[src/design/dsmg_pkg.sv]
// Shared types and constants for the dual-axis stepper move generator.
`timescale 1ns / 1ps
`default_nettype none
package dsmg_pkg;

  localparam int unsigned PERIOD_W = 16;
  localparam int unsigned RAMP_W   = 10;
  localparam int unsigned TARGET_W = 16;
  localparam int unsigned POS_W    = 32;
  localparam int unsigned CFG_W    = 16;
  localparam int unsigned CFG_IDX_W = 2;

  localparam logic [CFG_IDX_W-1:0] REG_NORMAL_PERIOD = 2'd0;
  localparam logic [CFG_IDX_W-1:0] REG_SLOW_PERIOD   = 2'd1;
  localparam logic [CFG_IDX_W-1:0] REG_RAMP_STEPS    = 2'd2;

  localparam logic [PERIOD_W-1:0] NORMAL_PERIOD_RST = 16'd2000;
  localparam logic [PERIOD_W-1:0] SLOW_PERIOD_RST   = 16'd5000;
  localparam logic [RAMP_W-1:0]   RAMP_STEPS_RST    = 10'd50;

  localparam logic FUNC_LOAD = 1'b0;
  localparam logic FUNC_TICK = 1'b1;

  typedef enum logic [3:0] {
    ST_IDLE,
    ST_PMUL,
    ST_PDIV,
    ST_PFIN,
    ST_LMUL,
    ST_LDIV,
    ST_LFIN,
    ST_RMUL,
    ST_RDIV,
    ST_RFIN,
    ST_TEND,
    ST_OUT
  } state_e;

endpackage
`default_nettype wire

[src/design/dsmg_cmd_if.sv]
// Command channel: move load or step tick, valid/ready handshake.
`timescale 1ns / 1ps
`default_nettype none
interface dsmg_cmd_if import dsmg_pkg::*; ();
  logic                       valid;
  logic                       ready;
  logic                       func;
  logic signed [TARGET_W-1:0] target_left;
  logic signed [TARGET_W-1:0] target_right;

  modport source (output valid, func, target_left, target_right, input ready);
  modport sink   (input valid, func, target_left, target_right, output ready);
endinterface
`default_nettype wire

[src/design/dsmg_res_if.sv]
// Result channel: step pulses, directions, period and positions.
`timescale 1ns / 1ps
`default_nettype none
interface dsmg_res_if import dsmg_pkg::*; ();
  logic                    valid;
  logic                    ready;
  logic                    step_left;
  logic                    step_right;
  logic                    dir_left;
  logic                    dir_right;
  logic [PERIOD_W-1:0]     step_period;
  logic signed [POS_W-1:0] pos_left;
  logic signed [POS_W-1:0] pos_right;
  logic                    move_done;

  modport source (output valid, step_left, step_right, dir_left, dir_right, step_period,
                  pos_left, pos_right, move_done, input ready);
  modport sink   (input valid, step_left, step_right, dir_left, dir_right, step_period,
                  pos_left, pos_right, move_done, output ready);
endinterface
`default_nettype wire

[src/design/dual_axis_stepper_move_generator.sv]
// Dual-axis stepper move generator: linear interpolation with a linear speed ramp.
//
// cmd_i takes one transaction per item: func 0 loads a relative move (signed step
// counts per axis), func 1 is one step tick. res_o returns exactly one transaction
// per item: step pulses, direction levels, the period to wait, both position
// counters and a done flag. The cfg port writes normal_period, slow_period and
// ramp_steps at any edge with cfg_we_i high; write it only while the block is idle.
// A load or a tick with no active move goes from the idle state to ST_OUT and is
// then written into the output register. A tick of an active move runs one shared
// multiplier and one shared restoring divider (one quotient bit per cycle, quotient
// width QW = max(COUNT_BITS,16)) for the ramp period and for each axis, one
// division each; a ramp-free tick or an axis with no steps left skips its division.
// cmd_i.ready is high only while the sequencer is idle, so a new item is not
// accepted until the last one has been handed to the output register.
// A finished result sits in the output register until taken; the next item is
// accepted meanwhile and stalls only at its own hand-off.
// Reset restores the register defaults, clears positions and leaves no move active.
`timescale 1ns / 1ps
`default_nettype none
module dual_axis_stepper_move_generator import dsmg_pkg::*; #(
  parameter int unsigned COUNT_BITS = 16
) (
  input  wire logic                 clk_i,
  input  wire logic                 rst_ni,
  dsmg_cmd_if.sink                  cmd_i,
  dsmg_res_if.source                res_o,
  input  wire logic                 cfg_we_i,
  input  wire logic [CFG_IDX_W-1:0] cfg_idx_i,
  input  wire logic [CFG_W-1:0]     cfg_data_i
);

  localparam int unsigned CB = COUNT_BITS;
  localparam int unsigned QW = (COUNT_BITS > 16) ? COUNT_BITS : 16;
  localparam int unsigned SW = QW + 1;
  localparam int unsigned CW = $clog2(QW);

  typedef logic [CB-1:0]   cnt_t;
  typedef logic [QW-1:0]   qw_t;
  typedef logic [SW-1:0]   sw_t;
  typedef logic [CW-1:0]   cw_t;

  // configuration
  logic [PERIOD_W-1:0] normal_q, slow_q;
  logic [RAMP_W-1:0]   ramp_q;

  // move state
  cnt_t                total_l_q, total_r_q, rem_l_q, rem_r_q, longest_q, tick_q;
  logic [1:0]          dir_q;
  logic [POS_W-1:0]    pos_l_q, pos_r_q;
  logic                active_q;

  // sequencer and shared datapath
  state_e              state_q, state_d;
  logic [RAMP_W-1:0]   x_q;
  logic [PERIOD_W-1:0] c_q, mag_q;
  logic                neg_q;
  qw_t                 rem_q, lo_q, div_q;
  cw_t                 cnt_q;
  logic                step_l_q, step_r_q;
  logic [PERIOD_W-1:0] period_q;
  logic                out_valid_q;

  // control decode
  logic cmd_ready, cmd_fire, out_load, div_last;

  always_comb begin
    cmd_ready = (state_q == ST_IDLE);
    out_load  = (state_q == ST_OUT) && (!out_valid_q || res_o.ready);
  end

  assign cmd_i.ready = cmd_ready;
  assign cmd_fire    = cmd_i.valid && cmd_ready;
  assign div_last    = (cnt_q == cw_t'(QW - 1));

  // load decode: magnitude of a 16-bit two's complement count, -32768 gives 32768
  logic [16:0] mag_l17, mag_r17;
  logic [31:0] mag_l32, mag_r32;
  cnt_t        new_tl, new_tr, new_m;

  always_comb begin
    mag_l17 = cmd_i.target_left[15] ? (17'h10000 - {1'b0, cmd_i.target_left})
                                    : {1'b0, cmd_i.target_left};
    mag_r17 = cmd_i.target_right[15] ? (17'h10000 - {1'b0, cmd_i.target_right})
                                     : {1'b0, cmd_i.target_right};
    mag_l32 = {15'd0, mag_l17};
    mag_r32 = {15'd0, mag_r17};
    new_tl  = mag_l32[CB-1:0];
    new_tr  = mag_r32[CB-1:0];
    new_m   = (new_tl > new_tr) ? new_tl : new_tr;
  end

  // ramp branch select for the current tick
  sw_t                 sw_tick, sw_sum, sw_x2;
  logic                br_up, br_down, ramp_sel;
  logic [RAMP_W-1:0]   x_sel;
  logic [PERIOD_W-1:0] c_sel, d_sel;
  logic [PERIOD_W:0]   diff_sel;

  always_comb begin
    sw_tick  = sw_t'(tick_q);
    sw_sum   = sw_tick + sw_t'(ramp_q);
    sw_x2    = sw_sum - sw_t'(longest_q);
    br_up    = sw_tick < sw_t'(ramp_q);
    br_down  = sw_sum >= sw_t'(longest_q);
    ramp_sel = br_up || br_down;
    x_sel    = br_up ? sw_tick[RAMP_W-1:0] : sw_x2[RAMP_W-1:0];
    c_sel    = br_up ? slow_q : normal_q;
    d_sel    = br_up ? normal_q : slow_q;
    diff_sel = {1'b0, d_sel} - {1'b0, c_sel};
  end

  // shared multiplier
  qw_t             mul_a, mul_b;
  logic [2*QW-1:0] prod;

  always_comb begin
    case (state_q)
      ST_PMUL: begin
        mul_a = qw_t'(x_q);
        mul_b = qw_t'(mag_q);
      end
      ST_LMUL: begin
        mul_a = qw_t'(tick_q);
        mul_b = qw_t'(total_l_q);
      end
      ST_RMUL: begin
        mul_a = qw_t'(tick_q);
        mul_b = qw_t'(total_r_q);
      end
      default: begin
        mul_a = '0;
        mul_b = '0;
      end
    endcase
    prod = mul_a * mul_b;
  end

  // shared restoring divider step; quotient bits shift into lo_q
  logic [QW:0] div_t, div_sub;
  logic        div_ge;
  qw_t         rem_n, lo_n;

  always_comb begin
    div_t   = {rem_q, lo_q[QW-1]};
    div_sub = div_t - {1'b0, div_q};
    div_ge  = div_t >= {1'b0, div_q};
    rem_n   = div_ge ? div_sub[QW-1:0] : div_t[QW-1:0];
    lo_n    = {lo_q[QW-2:0], div_ge};
  end

  // axis decisions
  logic step_l_ok, step_r_ok;

  always_comb begin
    step_l_ok = lo_q >= qw_t'(total_l_q - rem_l_q);
    step_r_ok = lo_q >= qw_t'(total_r_q - rem_r_q);
  end

  // next state
  always_comb begin
    state_d = state_q;
    case (state_q)
      ST_IDLE: begin
        if (cmd_fire) begin
          if (cmd_i.func == FUNC_TICK && active_q) begin
            state_d = ramp_sel ? ST_PMUL : ST_LMUL;
          end else begin
            state_d = ST_OUT;
          end
        end
      end
      ST_PMUL: state_d = ST_PDIV;
      ST_PDIV: if (div_last) state_d = ST_PFIN;
      ST_PFIN: state_d = ST_LMUL;
      ST_LMUL: state_d = (rem_l_q == '0) ? ST_RMUL : ST_LDIV;
      ST_LDIV: if (div_last) state_d = ST_LFIN;
      ST_LFIN: state_d = ST_RMUL;
      ST_RMUL: state_d = (rem_r_q == '0) ? ST_TEND : ST_RDIV;
      ST_RDIV: if (div_last) state_d = ST_RFIN;
      ST_RFIN: state_d = ST_TEND;
      ST_TEND: state_d = ST_OUT;
      ST_OUT:  if (out_load) state_d = ST_IDLE;
      default: state_d = ST_IDLE;
    endcase
  end

  always_ff @(posedge clk_i or negedge rst_ni) begin
    if (!rst_ni) begin
      state_q <= ST_IDLE;
    end else begin
      state_q <= state_d;
    end
  end

  // configuration registers
  always_ff @(posedge clk_i or negedge rst_ni) begin
    if (!rst_ni) begin
      normal_q <= NORMAL_PERIOD_RST;
      slow_q   <= SLOW_PERIOD_RST;
      ramp_q   <= RAMP_STEPS_RST;
    end else if (cfg_we_i) begin
      case (cfg_idx_i)
        REG_NORMAL_PERIOD: normal_q <= cfg_data_i[PERIOD_W-1:0];
        REG_SLOW_PERIOD:   slow_q   <= cfg_data_i[PERIOD_W-1:0];
        REG_RAMP_STEPS:    ramp_q   <= cfg_data_i[RAMP_W-1:0];
        default: ;
      endcase
    end
  end

  // move state
  always_ff @(posedge clk_i or negedge rst_ni) begin
    if (!rst_ni) begin
      total_l_q <= '0;
      total_r_q <= '0;
      rem_l_q   <= '0;
      rem_r_q   <= '0;
      longest_q <= '0;
      tick_q    <= '0;
      dir_q     <= '0;
      pos_l_q   <= '0;
      pos_r_q   <= '0;
      active_q  <= 1'b0;
    end else begin
      case (state_q)
        ST_IDLE: begin
          if (cmd_fire && cmd_i.func == FUNC_LOAD) begin
            dir_q     <= {cmd_i.target_right[15], cmd_i.target_left[15]};
            total_l_q <= new_tl;
            total_r_q <= new_tr;
            rem_l_q   <= new_tl;
            rem_r_q   <= new_tr;
            longest_q <= new_m;
            tick_q    <= '0;
            active_q  <= (new_m != '0);
          end
        end
        ST_LFIN: begin
          if (step_l_ok) begin
            pos_l_q <= dir_q[0] ? (pos_l_q - 1'b1) : (pos_l_q + 1'b1);
            rem_l_q <= rem_l_q - 1'b1;
          end
        end
        ST_RFIN: begin
          if (step_r_ok) begin
            pos_r_q <= dir_q[1] ? (pos_r_q - 1'b1) : (pos_r_q + 1'b1);
            rem_r_q <= rem_r_q - 1'b1;
          end
        end
        ST_TEND: begin
          tick_q <= tick_q + 1'b1;
          if ((sw_tick + 1'b1) >= sw_t'(longest_q)) active_q <= 1'b0;
        end
        default: ;
      endcase
    end
  end

  // working registers of the shared unit
  always_ff @(posedge clk_i) begin
    case (state_q)
      ST_IDLE: begin
        if (cmd_fire) begin
          step_l_q <= 1'b0;
          step_r_q <= 1'b0;
          period_q <= (cmd_i.func == FUNC_TICK && active_q) ? normal_q : '0;
          x_q      <= x_sel;
          c_q      <= c_sel;
          neg_q    <= diff_sel[PERIOD_W];
          mag_q    <= diff_sel[PERIOD_W] ? (~diff_sel[PERIOD_W-1:0] + 1'b1)
                                         : diff_sel[PERIOD_W-1:0];
        end
      end
      ST_PMUL: begin
        {rem_q, lo_q} <= prod;
        div_q         <= qw_t'(ramp_q);
        cnt_q         <= '0;
      end
      ST_LMUL: begin
        {rem_q, lo_q} <= prod;
        div_q         <= qw_t'(longest_q);
        cnt_q         <= '0;
      end
      ST_RMUL: begin
        {rem_q, lo_q} <= prod;
        div_q         <= qw_t'(longest_q);
        cnt_q         <= '0;
      end
      ST_PDIV, ST_LDIV, ST_RDIV: begin
        rem_q <= rem_n;
        lo_q  <= lo_n;
        cnt_q <= cnt_q + 1'b1;
      end
      ST_PFIN: begin
        // quotient of the ramp term is below 2^16, truncation toward zero via sign
        period_q <= neg_q ? (c_q - lo_q[PERIOD_W-1:0]) : (c_q + lo_q[PERIOD_W-1:0]);
      end
      ST_LFIN: if (step_l_ok) step_l_q <= 1'b1;
      ST_RFIN: if (step_r_ok) step_r_q <= 1'b1;
      default: ;
    endcase
  end

  // output register
  always_ff @(posedge clk_i or negedge rst_ni) begin
    if (!rst_ni) begin
      out_valid_q <= 1'b0;
    end else if (out_load) begin
      out_valid_q <= 1'b1;
    end else if (res_o.ready) begin
      out_valid_q <= 1'b0;
    end
  end

  always_ff @(posedge clk_i) begin
    if (out_load) begin
      res_o.step_left   <= step_l_q;
      res_o.step_right  <= step_r_q;
      res_o.dir_left    <= dir_q[0];
      res_o.dir_right   <= dir_q[1];
      res_o.step_period <= period_q;
      res_o.pos_left    <= pos_l_q;
      res_o.pos_right   <= pos_r_q;
      res_o.move_done   <= !active_q;
    end
  end

  assign res_o.valid = out_valid_q;

endmodule
`default_nettype wire

[src/flat_wrapper.sv]
// flat-port wrapper written by rule: the top's interface ports become plain ports
module dual_axis_stepper_move_generator_flat import dsmg_pkg::*;
#(
  parameter int unsigned COUNT_BITS = 16
)
  (clk_i, rst_ni, cfg_we_i, cfg_idx_i, cfg_data_i, cmd_i_valid, cmd_i_func, cmd_i_target_left, cmd_i_target_right, cmd_i_ready, res_o_valid, res_o_step_left, res_o_step_right, res_o_dir_left, res_o_dir_right, res_o_step_period, res_o_pos_left, res_o_pos_right, res_o_move_done, res_o_ready);
  dsmg_cmd_if cmd_i_i ();
  dsmg_res_if res_o_i ();
  input  wire logic clk_i;
  input  wire logic rst_ni;
  input  wire logic cfg_we_i;
  input  wire logic [CFG_IDX_W-1:0] cfg_idx_i;
  input  wire logic [CFG_W-1:0] cfg_data_i;
  input wire logic [$bits(cmd_i_i.valid)-1:0] cmd_i_valid;
  input wire logic [$bits(cmd_i_i.func)-1:0] cmd_i_func;
  input wire logic [$bits(cmd_i_i.target_left)-1:0] cmd_i_target_left;
  input wire logic [$bits(cmd_i_i.target_right)-1:0] cmd_i_target_right;
  output wire logic [$bits(cmd_i_i.ready)-1:0] cmd_i_ready;
  output wire logic [$bits(res_o_i.valid)-1:0] res_o_valid;
  output wire logic [$bits(res_o_i.step_left)-1:0] res_o_step_left;
  output wire logic [$bits(res_o_i.step_right)-1:0] res_o_step_right;
  output wire logic [$bits(res_o_i.dir_left)-1:0] res_o_dir_left;
  output wire logic [$bits(res_o_i.dir_right)-1:0] res_o_dir_right;
  output wire logic [$bits(res_o_i.step_period)-1:0] res_o_step_period;
  output wire logic [$bits(res_o_i.pos_left)-1:0] res_o_pos_left;
  output wire logic [$bits(res_o_i.pos_right)-1:0] res_o_pos_right;
  output wire logic [$bits(res_o_i.move_done)-1:0] res_o_move_done;
  input wire logic [$bits(res_o_i.ready)-1:0] res_o_ready;
  assign cmd_i_i.valid = cmd_i_valid;
  assign cmd_i_i.func = cmd_i_func;
  assign cmd_i_i.target_left = cmd_i_target_left;
  assign cmd_i_i.target_right = cmd_i_target_right;
  assign cmd_i_ready = cmd_i_i.ready;
  assign res_o_valid = res_o_i.valid;
  assign res_o_step_left = res_o_i.step_left;
  assign res_o_step_right = res_o_i.step_right;
  assign res_o_dir_left = res_o_i.dir_left;
  assign res_o_dir_right = res_o_i.dir_right;
  assign res_o_step_period = res_o_i.step_period;
  assign res_o_pos_left = res_o_i.pos_left;
  assign res_o_pos_right = res_o_i.pos_right;
  assign res_o_move_done = res_o_i.move_done;
  assign res_o_i.ready = res_o_ready;
  dual_axis_stepper_move_generator #(.COUNT_BITS(COUNT_BITS)) u_core (.clk_i(clk_i), .rst_ni(rst_ni), .cmd_i(cmd_i_i), .res_o(res_o_i), .cfg_we_i(cfg_we_i), .cfg_idx_i(cfg_idx_i), .cfg_data_i(cfg_data_i));
endmodule
[config.mk]
export PLATFORM = sky130hd
export DESIGN_NAME = dual_axis_stepper_move_generator_flat
export DESIGN_NICKNAME = d
export VERILOG_FILES = /design/src/design/dsmg_pkg.sv /design/src/design/dsmg_cmd_if.sv /design/src/design/dsmg_res_if.sv /design/src/design/dual_axis_stepper_move_generator.sv /design/src/flat_wrapper.sv
export SDC_FILE = /design/constraint.sdc
export NUM_CORES = 2
export LEC_CHECK = 0
export ABC_CLOCK_PERIOD_IN_PS = 9000
export BUFFER_PORTS_ARGS = -buffer_cell sky130_fd_sc_hd__buf_2
export CORE_MARGIN = 2
export CORE_UTILIZATION = 60
export CTS_CLUSTER_DIAMETER = 80
export DETAILED_ROUTE_END_ITERATION = 16
export GPL_ROUTABILITY_DRIVEN = 0
export PLACE_DENSITY = 0.84
export SKIP_CTS_REPAIR_TIMING = 1
export SLEW_MARGIN = 15
export SYNTH_ARGS = -nofsm -noshare
export SYNTH_HDL_FRONTEND = slang
export SYNTH_SLANG_ARGS = --single-unit
[constraint.sdc]
create_clock -name clk_i -period 9 [get_ports clk_i]
set_input_delay 1.35 -clock clk_i [delete_from_list [all_inputs] [get_ports clk_i]]
set_output_delay 1.35 -clock clk_i [all_outputs]
set_load 0.03 [all_outputs]
[Word level (Yosys, flattened, before mapping)]
Index checks and enable logic that the tools add are counted.
Word-level totals
  register bits: 408
  bits in latches: 0
  bits in writable memories: 0
  ROM bits: 0
  input bits: 56
  output and inout port bits: 87
  word-level logic and storage cells: 173
  memories: 0
Cells by class
  $add $sub $neg: 20
  multiply operators: 1
  div/mod/pow operators: 0
  magnitude comparators: 7
  eq/ne operators: 23
  shift operators: 0
  multiplexer cells: 48
  bitwise gates (word level): 2
  reductions and logical operators: 38
Operators by type and width (number)
  case mux 16 bit (2 select lines): 8
  2-to-1 mux 16 bit: 15
  adder 32 x 1 -> 32 bit (second input constant): 2
  2-to-1 mux 32 bit: 2
  subtractor 16 bit: 4
  subtractor 32 x 1 -> 32 bit (second input constant): 2
  greater-or-equal comparator 17 x 16 -> 1 bit: 3
  case mux 16 bit (3 select lines): 1
  case mux 4 bit (12 select lines): 1
  adder 16 x 1 -> 16 bit (second input constant): 2
  greater-or-equal comparator 16 bit: 2
  zero test 16 bit: 2
  multiplier 16 x 16 -> 32 bit: 1
  subtractor 1 x 16 -> 16 bit (first input constant): 2
  subtractor 16 x 1 -> 16 bit (second input constant): 2
  2-to-1 mux 4 bit: 6
  == test 4 bit (second input constant): 5
  AND reduction 2 bit: 9
  adder 16 x 1 -> 17 bit (second input constant): 1
  adder 16 x 10 -> 17 bit: 1
  subtractor 16 x 16 -> 17 bit: 1
  adder 16 bit: 1
  == test 4 x 3 -> 1 bit (second input constant): 4
  > comparator 16 bit: 1
  28 further kinds: 61

[Logic depth before layout (Yosys ltp)]
  depth in word-level cells: 7
  mapped depth: 34
  gate-level depth less buffers: 31

[Least setup slack after synthesis]
No wires, ideal clock.
  path type: reg-to-reg
  from: register u_core.state_q[3]
  to: register u_core.rem_q[15], data pin
  setup time: 0.268 ns
  arrival time: 7.818 ns
  setup slack: 0.914 ns
  stages on the path, launching flop included: 31
  buffers on the path: 3
  clock period less this slack: 8.086 ns
  cells stage by stage: dfrtp_1 -> nand2b_1 -> nor3_1 -> or2_2 -> clkbuf_1 -> clkbuf_1 -> buf_1 -> a22o_1 -> nand2_1 -> fa_1 -> inv_1 -> fa_1 -> fa_1 -> inv_1 -> fa_1 -> fa_1 -> fa_1 -> inv_1 -> ha_1 -> a21oi_1 -> o21ai_0 -> nand3_1 -> nand2_1 -> a31o_2 -> a311o_1 -> a221o_1 -> o31ai_2 -> a21oi_1 -> a21oi_1 -> xnor2_1 -> mux2i_1
On the way
  longest elaborated chain between the ends: 5
  elaborated cells between the ends (all ways): 13
Ends and longest elaborated chain
  start: declaration: line dual_axis_stepper_move_generator.sv:53  | state_e state_q, state_d;
  start signal: assignment: line dual_axis_stepper_move_generator.sv:191  | state_q <= state_d;
  == test 4 x 3 -> 1 bit: line dual_axis_stepper_move_generator.sv:117, dual_axis_stepper_move_generator.sv:261
  OR reduction 2 bit (no line)
  case mux 16 bit (2 select lines): line dual_axis_stepper_move_generator.sv:117  | case (state_q)
  multiplier 16 x 16 -> 32 bit: line dual_axis_stepper_move_generator.sv:135  | prod = mul_a * mul_b;
  case mux 16 bit (2 select lines) (*): line dual_axis_stepper_move_generator.sv:261  | case (state_q)
  end signal: assignment: line dual_axis_stepper_move_generator.sv:275  | {rem_q, lo_q} <= prod;
  end signal: assignment: line dual_axis_stepper_move_generator.sv:280  | {rem_q, lo_q} <= prod;
  end signal: assignment: line dual_axis_stepper_move_generator.sv:285  | {rem_q, lo_q} <= prod;
  end: declaration: line dual_axis_stepper_move_generator.sv:57  | qw_t rem_q, lo_q, div_q;
Every way passes the cells marked *; elsewhere a longest branch is shown, timed or not.
A chain may end at the register's enable or synchronous reset.

[Worst setup path in the final report]
  from: register u_core.state_q[0]
  to: register u_core.rem_q[14], data pin
The elaborated chain is that of the path after synthesis.

==> summary.md <==
| Metric | Value |
|---|---|
| Worst slew margin | 18.44% |
| R2r worst-path depth | 26 |
| Core Area | 0.05869 mm^2 |
| Crit start category | flip-flop |
| Static Leak | 17.64 nW |
| Wl on met1 | 36.84 mm |
| Die Wd | 246.8 um |
| Setup WS pre-CTS | 0.1801 ns |
| Max Used Layer | met5 |
| R2r endpoint | u_core.rem_q[14] |
| R2R Setup Slk | 0.50 ns |
| Period minus WS final | 8.499 ns |
| P&R area growth vs syn | 8.505% |
| Crit path kind | flip-flop to flip-flop |
| Crit. End Element | flip-flop |
| Initial DRC count | 2899 |
| # IOs | 143 |
| RSZ-0062 raised after global routing | no |
| Setup TNS | 0 ns |
| Via density | 6.147 |
| Setup violations, final | 0 |
| Final WS setup | 0.5015 ns |
| DRT antenna net count | 0 |
| Post-synth top cells | nand2_1 (451), inv_1 (414), ha_1 (334) |
| Share of the synthesized area in the top cell type | 16.81% |
| Clock Path Buffers | 3 |
| Total iterations of the first detailed-routing run | 8 |
| Clock H-tree levels | 2 |
| Vias in the first global route | 28774 |
| Peak supply drop | 0.2648 mV |
| Hold Path End | u_core.res_o.step_period[6] |
| GRT overflow | 0 |
| Outcome | finished, final reports clean |
| GRT Resource Usage Total | 31.48% |
| Post-synth ARST share | 51.47% |
| F_max | 0.1177 GHz |
| Via count | 28930 |
| Yosys reg bits | 408 |
| Worst R2R Start | u_core.state_q[0] |
| Detailed Place HPWL | 72.98 mm |
| Worst Hold Depth | 0 |
| Remaining DRCs | 0 |
| Largest net degree at the start of global routing | 77 |
| Final wirelength | 94.89 mm |
| Final hold vios | 0 |
| Hold path startpoint | u_core.period_q[6] |
| CP dominant cell by count | fa_1 |
| Die Ht | 246.8 um |
| Post-synthesis cell type count | 99 |
| I/O Buffers | 142 |
| Yosys warnings | 0 |
| Initial Util | 60.29% |
| Mapped Cells | 3798 |
| CP bufs+invs | 4 |
| Number of fill cells | 4515 |
| Metal3 WL | 10.17 mm |
| Area leader, netlist | edfxtp_1 |
| Share of cells above drive strength 1 | 10.81% |
| Root Buffer | clkbuf_16 |
| Synthesized cell area | 0.03538 mm^2 |
| CTS tree | built |
| Final Skew | 0.03633 ns |
| Die area | 0.06093 mm^2 |
| Mapped Nets | 4390 |
| Slew @ Worst Pin | 1.208 ns |
| Metal2 WL | 42.38 mm |
| Seq/Total Area, Yosys | 31.71% |
| Final Max Slew Viols | 0 |
| Cell Pwr Density | 333.1 mW/mm^2 |
| Max incr delay on CP | 0.92 ns |
| Post-synth EDFFs | 198 |
| Max-cap violation count | 0 |
| Max stage delay cell, worst path | a22oi_1 |
| Clk slew on worst S/H paths | 0.06 ns |
| CP Data Required Time | 9.30 ns |
| Crit-path max FO | 20 |
| First-pass GRT wire length | 151.2 mm |
| Row count | 89 |
| Period utilisation layout | 94.43% |
| Syn avg cell area | 9.315 um^2 |
| Final #Nets | 4485 |
| Top_reg_cell synth | edfxtp_1 |
| Initial antenna violation count | 3 |
| Cell family with most CP delay | adder cells |
| Clk sink count | 408 |
| WL/cell | 20.16 um |
| Top-count cell post-synth | nand2_1 |
| Top cells by area, synth | edfxtp_1 (17%), dfrtp_1 (14%), ha_1 (12%) |
| Worst hold path class | flip-flop to flip-flop |
| Clock Latency Late Sink | 0.61 ns |
| Critical path arrival | 8.80 ns |
| CTS buffer count | 45 |
[state kept, by name, summed over array words and instances, names as in the netlist, 16 cells and up]
register                  count
u_core.div_q                 16
u_core.pos_l_q               32
u_core.rem_r_q               16
u_core.res_o.pos_right       32
u_core.mag_q                 16
u_core.period_q              16
u_core.pos_r_q               32
u_core.total_r_q             16
u_core.c_q                   16
u_core.normal_q              16
u_core.rem_l_q               16
u_core.rem_q                 16
u_core.res_o.step_period     16
u_core.tick_q                16
u_core.res_o.pos_left        32
u_core.lo_q                  16
u_core.slow_q                16
u_core.total_l_q             16
u_core.longest_q             16
[kinds of logic (layout without fill, tap and decap cells)]
logic type	Yosys count	in the layout	synth area share, %
flops	408	408	31.71
fa+ha+maj	557	557	23.85
simple gates	1147	1147	14.85
xor+xnor	252	252	6.260
compound gates	760	760	13.72
buf+inv	555	687	5.938
mux	119	119	3.678
other cells	0	3	0
[cell usage in the layout (no fill, tap or decap), types with 43 or more instances in the layout]
master and n:
buf_4 43, nand3_1 110, mux2_2 88, edfxtp_1 198
inv_1 414, buf_2 141, a21oi_1 187, dfrtp_1 196
o21ai_0 228, xnor2_1 151, a21o_1 61, clkbuf_16 45
xor2_1 100, fa_1 202, nor2_1 287, nand2_1 451
ha_1 334, nand2b_1 55
[area by class of cell]
class	count	area, um^2	share of cell area (%)
clock buffers	58	1205	3.139
flip-flops and latches	408	11220	29.22
multi-input cells	2835	22160	57.73
well taps	773	967.2	2.519
clock inverters	26	212.7	0.5541
diodes	3	7.507	0.01956
inverters	417	1565	4.077
repair buffers	186	1051	2.738
[through the flow]
step | util [%] | hold slack [ns] | instances | area (um^2) | total power [W]
global placement | 62.86 | 0.4002 | 4615 | 36890 | 0.01046
CTS | 65.29 | 0.4146 | 4700 | 38320 | 0.01265
detailed placement | 62.88 | 0.4052 | 4616 | 36900 | 0.01076
global route | 65.41 | 0.4194 | 4705 | 38390 | 0.01372
floorplan | - | 0.4003 | 3798 | 35380 | 0.008913
finish | 65.42 | 0.4136 | 4706 | 38390 | 0.01279
[worst reg2reg max path: stages, from the launching register on]
cell	delay (ns)
dfrtp_1	0.53
nand2_1	0.22
nor2_1	0.11
or2_4	0.37
a22oi_1	0.93
nor2_1	0.18
fa_1	0.57
inv_1	0.05
fa_1	0.47
inv_1	0.06
fa_1	0.52
fa_1	0.52
fa_1	0.55
inv_1	0.06
fa_1	0.52
inv_1	0.04
ha_1	0.35
nor2b_1	0.16
o21ai_0	0.22
a31oi_1	0.27
a2111oi_1	0.56
o31ai_1	0.17
a21oi_1	0.24
o21bai_1	0.10
a21oi_1	0.17
xor2_1	0.16
mux2i_1	0.10
[worst max-delay path by stage]
stage | startpoint | endpoint | slack [ns] | cells past startpoint
CTS | u_core.state_q[0] | u_core.rem_q[14] | 0.15 | 27
floorplan | u_core.state_q[3] | u_core.rem_q[15] | 0.91 | 30
global placement | u_core.state_q[0] | u_core.rem_q[14] | 0.34 | 27
detailed placement | u_core.state_q[0] | u_core.rem_q[14] | 0.18 | 27
global route | u_core.state_q[0] | u_core.rem_q[14] | 0.03 | 28
finish | u_core.state_q[0] | u_core.rem_q[14] | 0.50 | 26
[power breakdown]
group	total, W	internal, W	switching, W
sequential	0.00353	0.00287	0.000662
clock	0.00181	0.00101	0.000799
combinational	0.00745	0.00297	0.00447
total	0.0128	0.00685	0.00593
[per-layer routing]
metal / global-route usage [%] / vias to the layer above
li1: - / 13212
met1: 40.82 / 13779
met2: 50.11 / 1589
met3: 6.262 / 348
met4: 16.34 / 2
met5: 0 / -
Power figures use the tool's default switching activity.
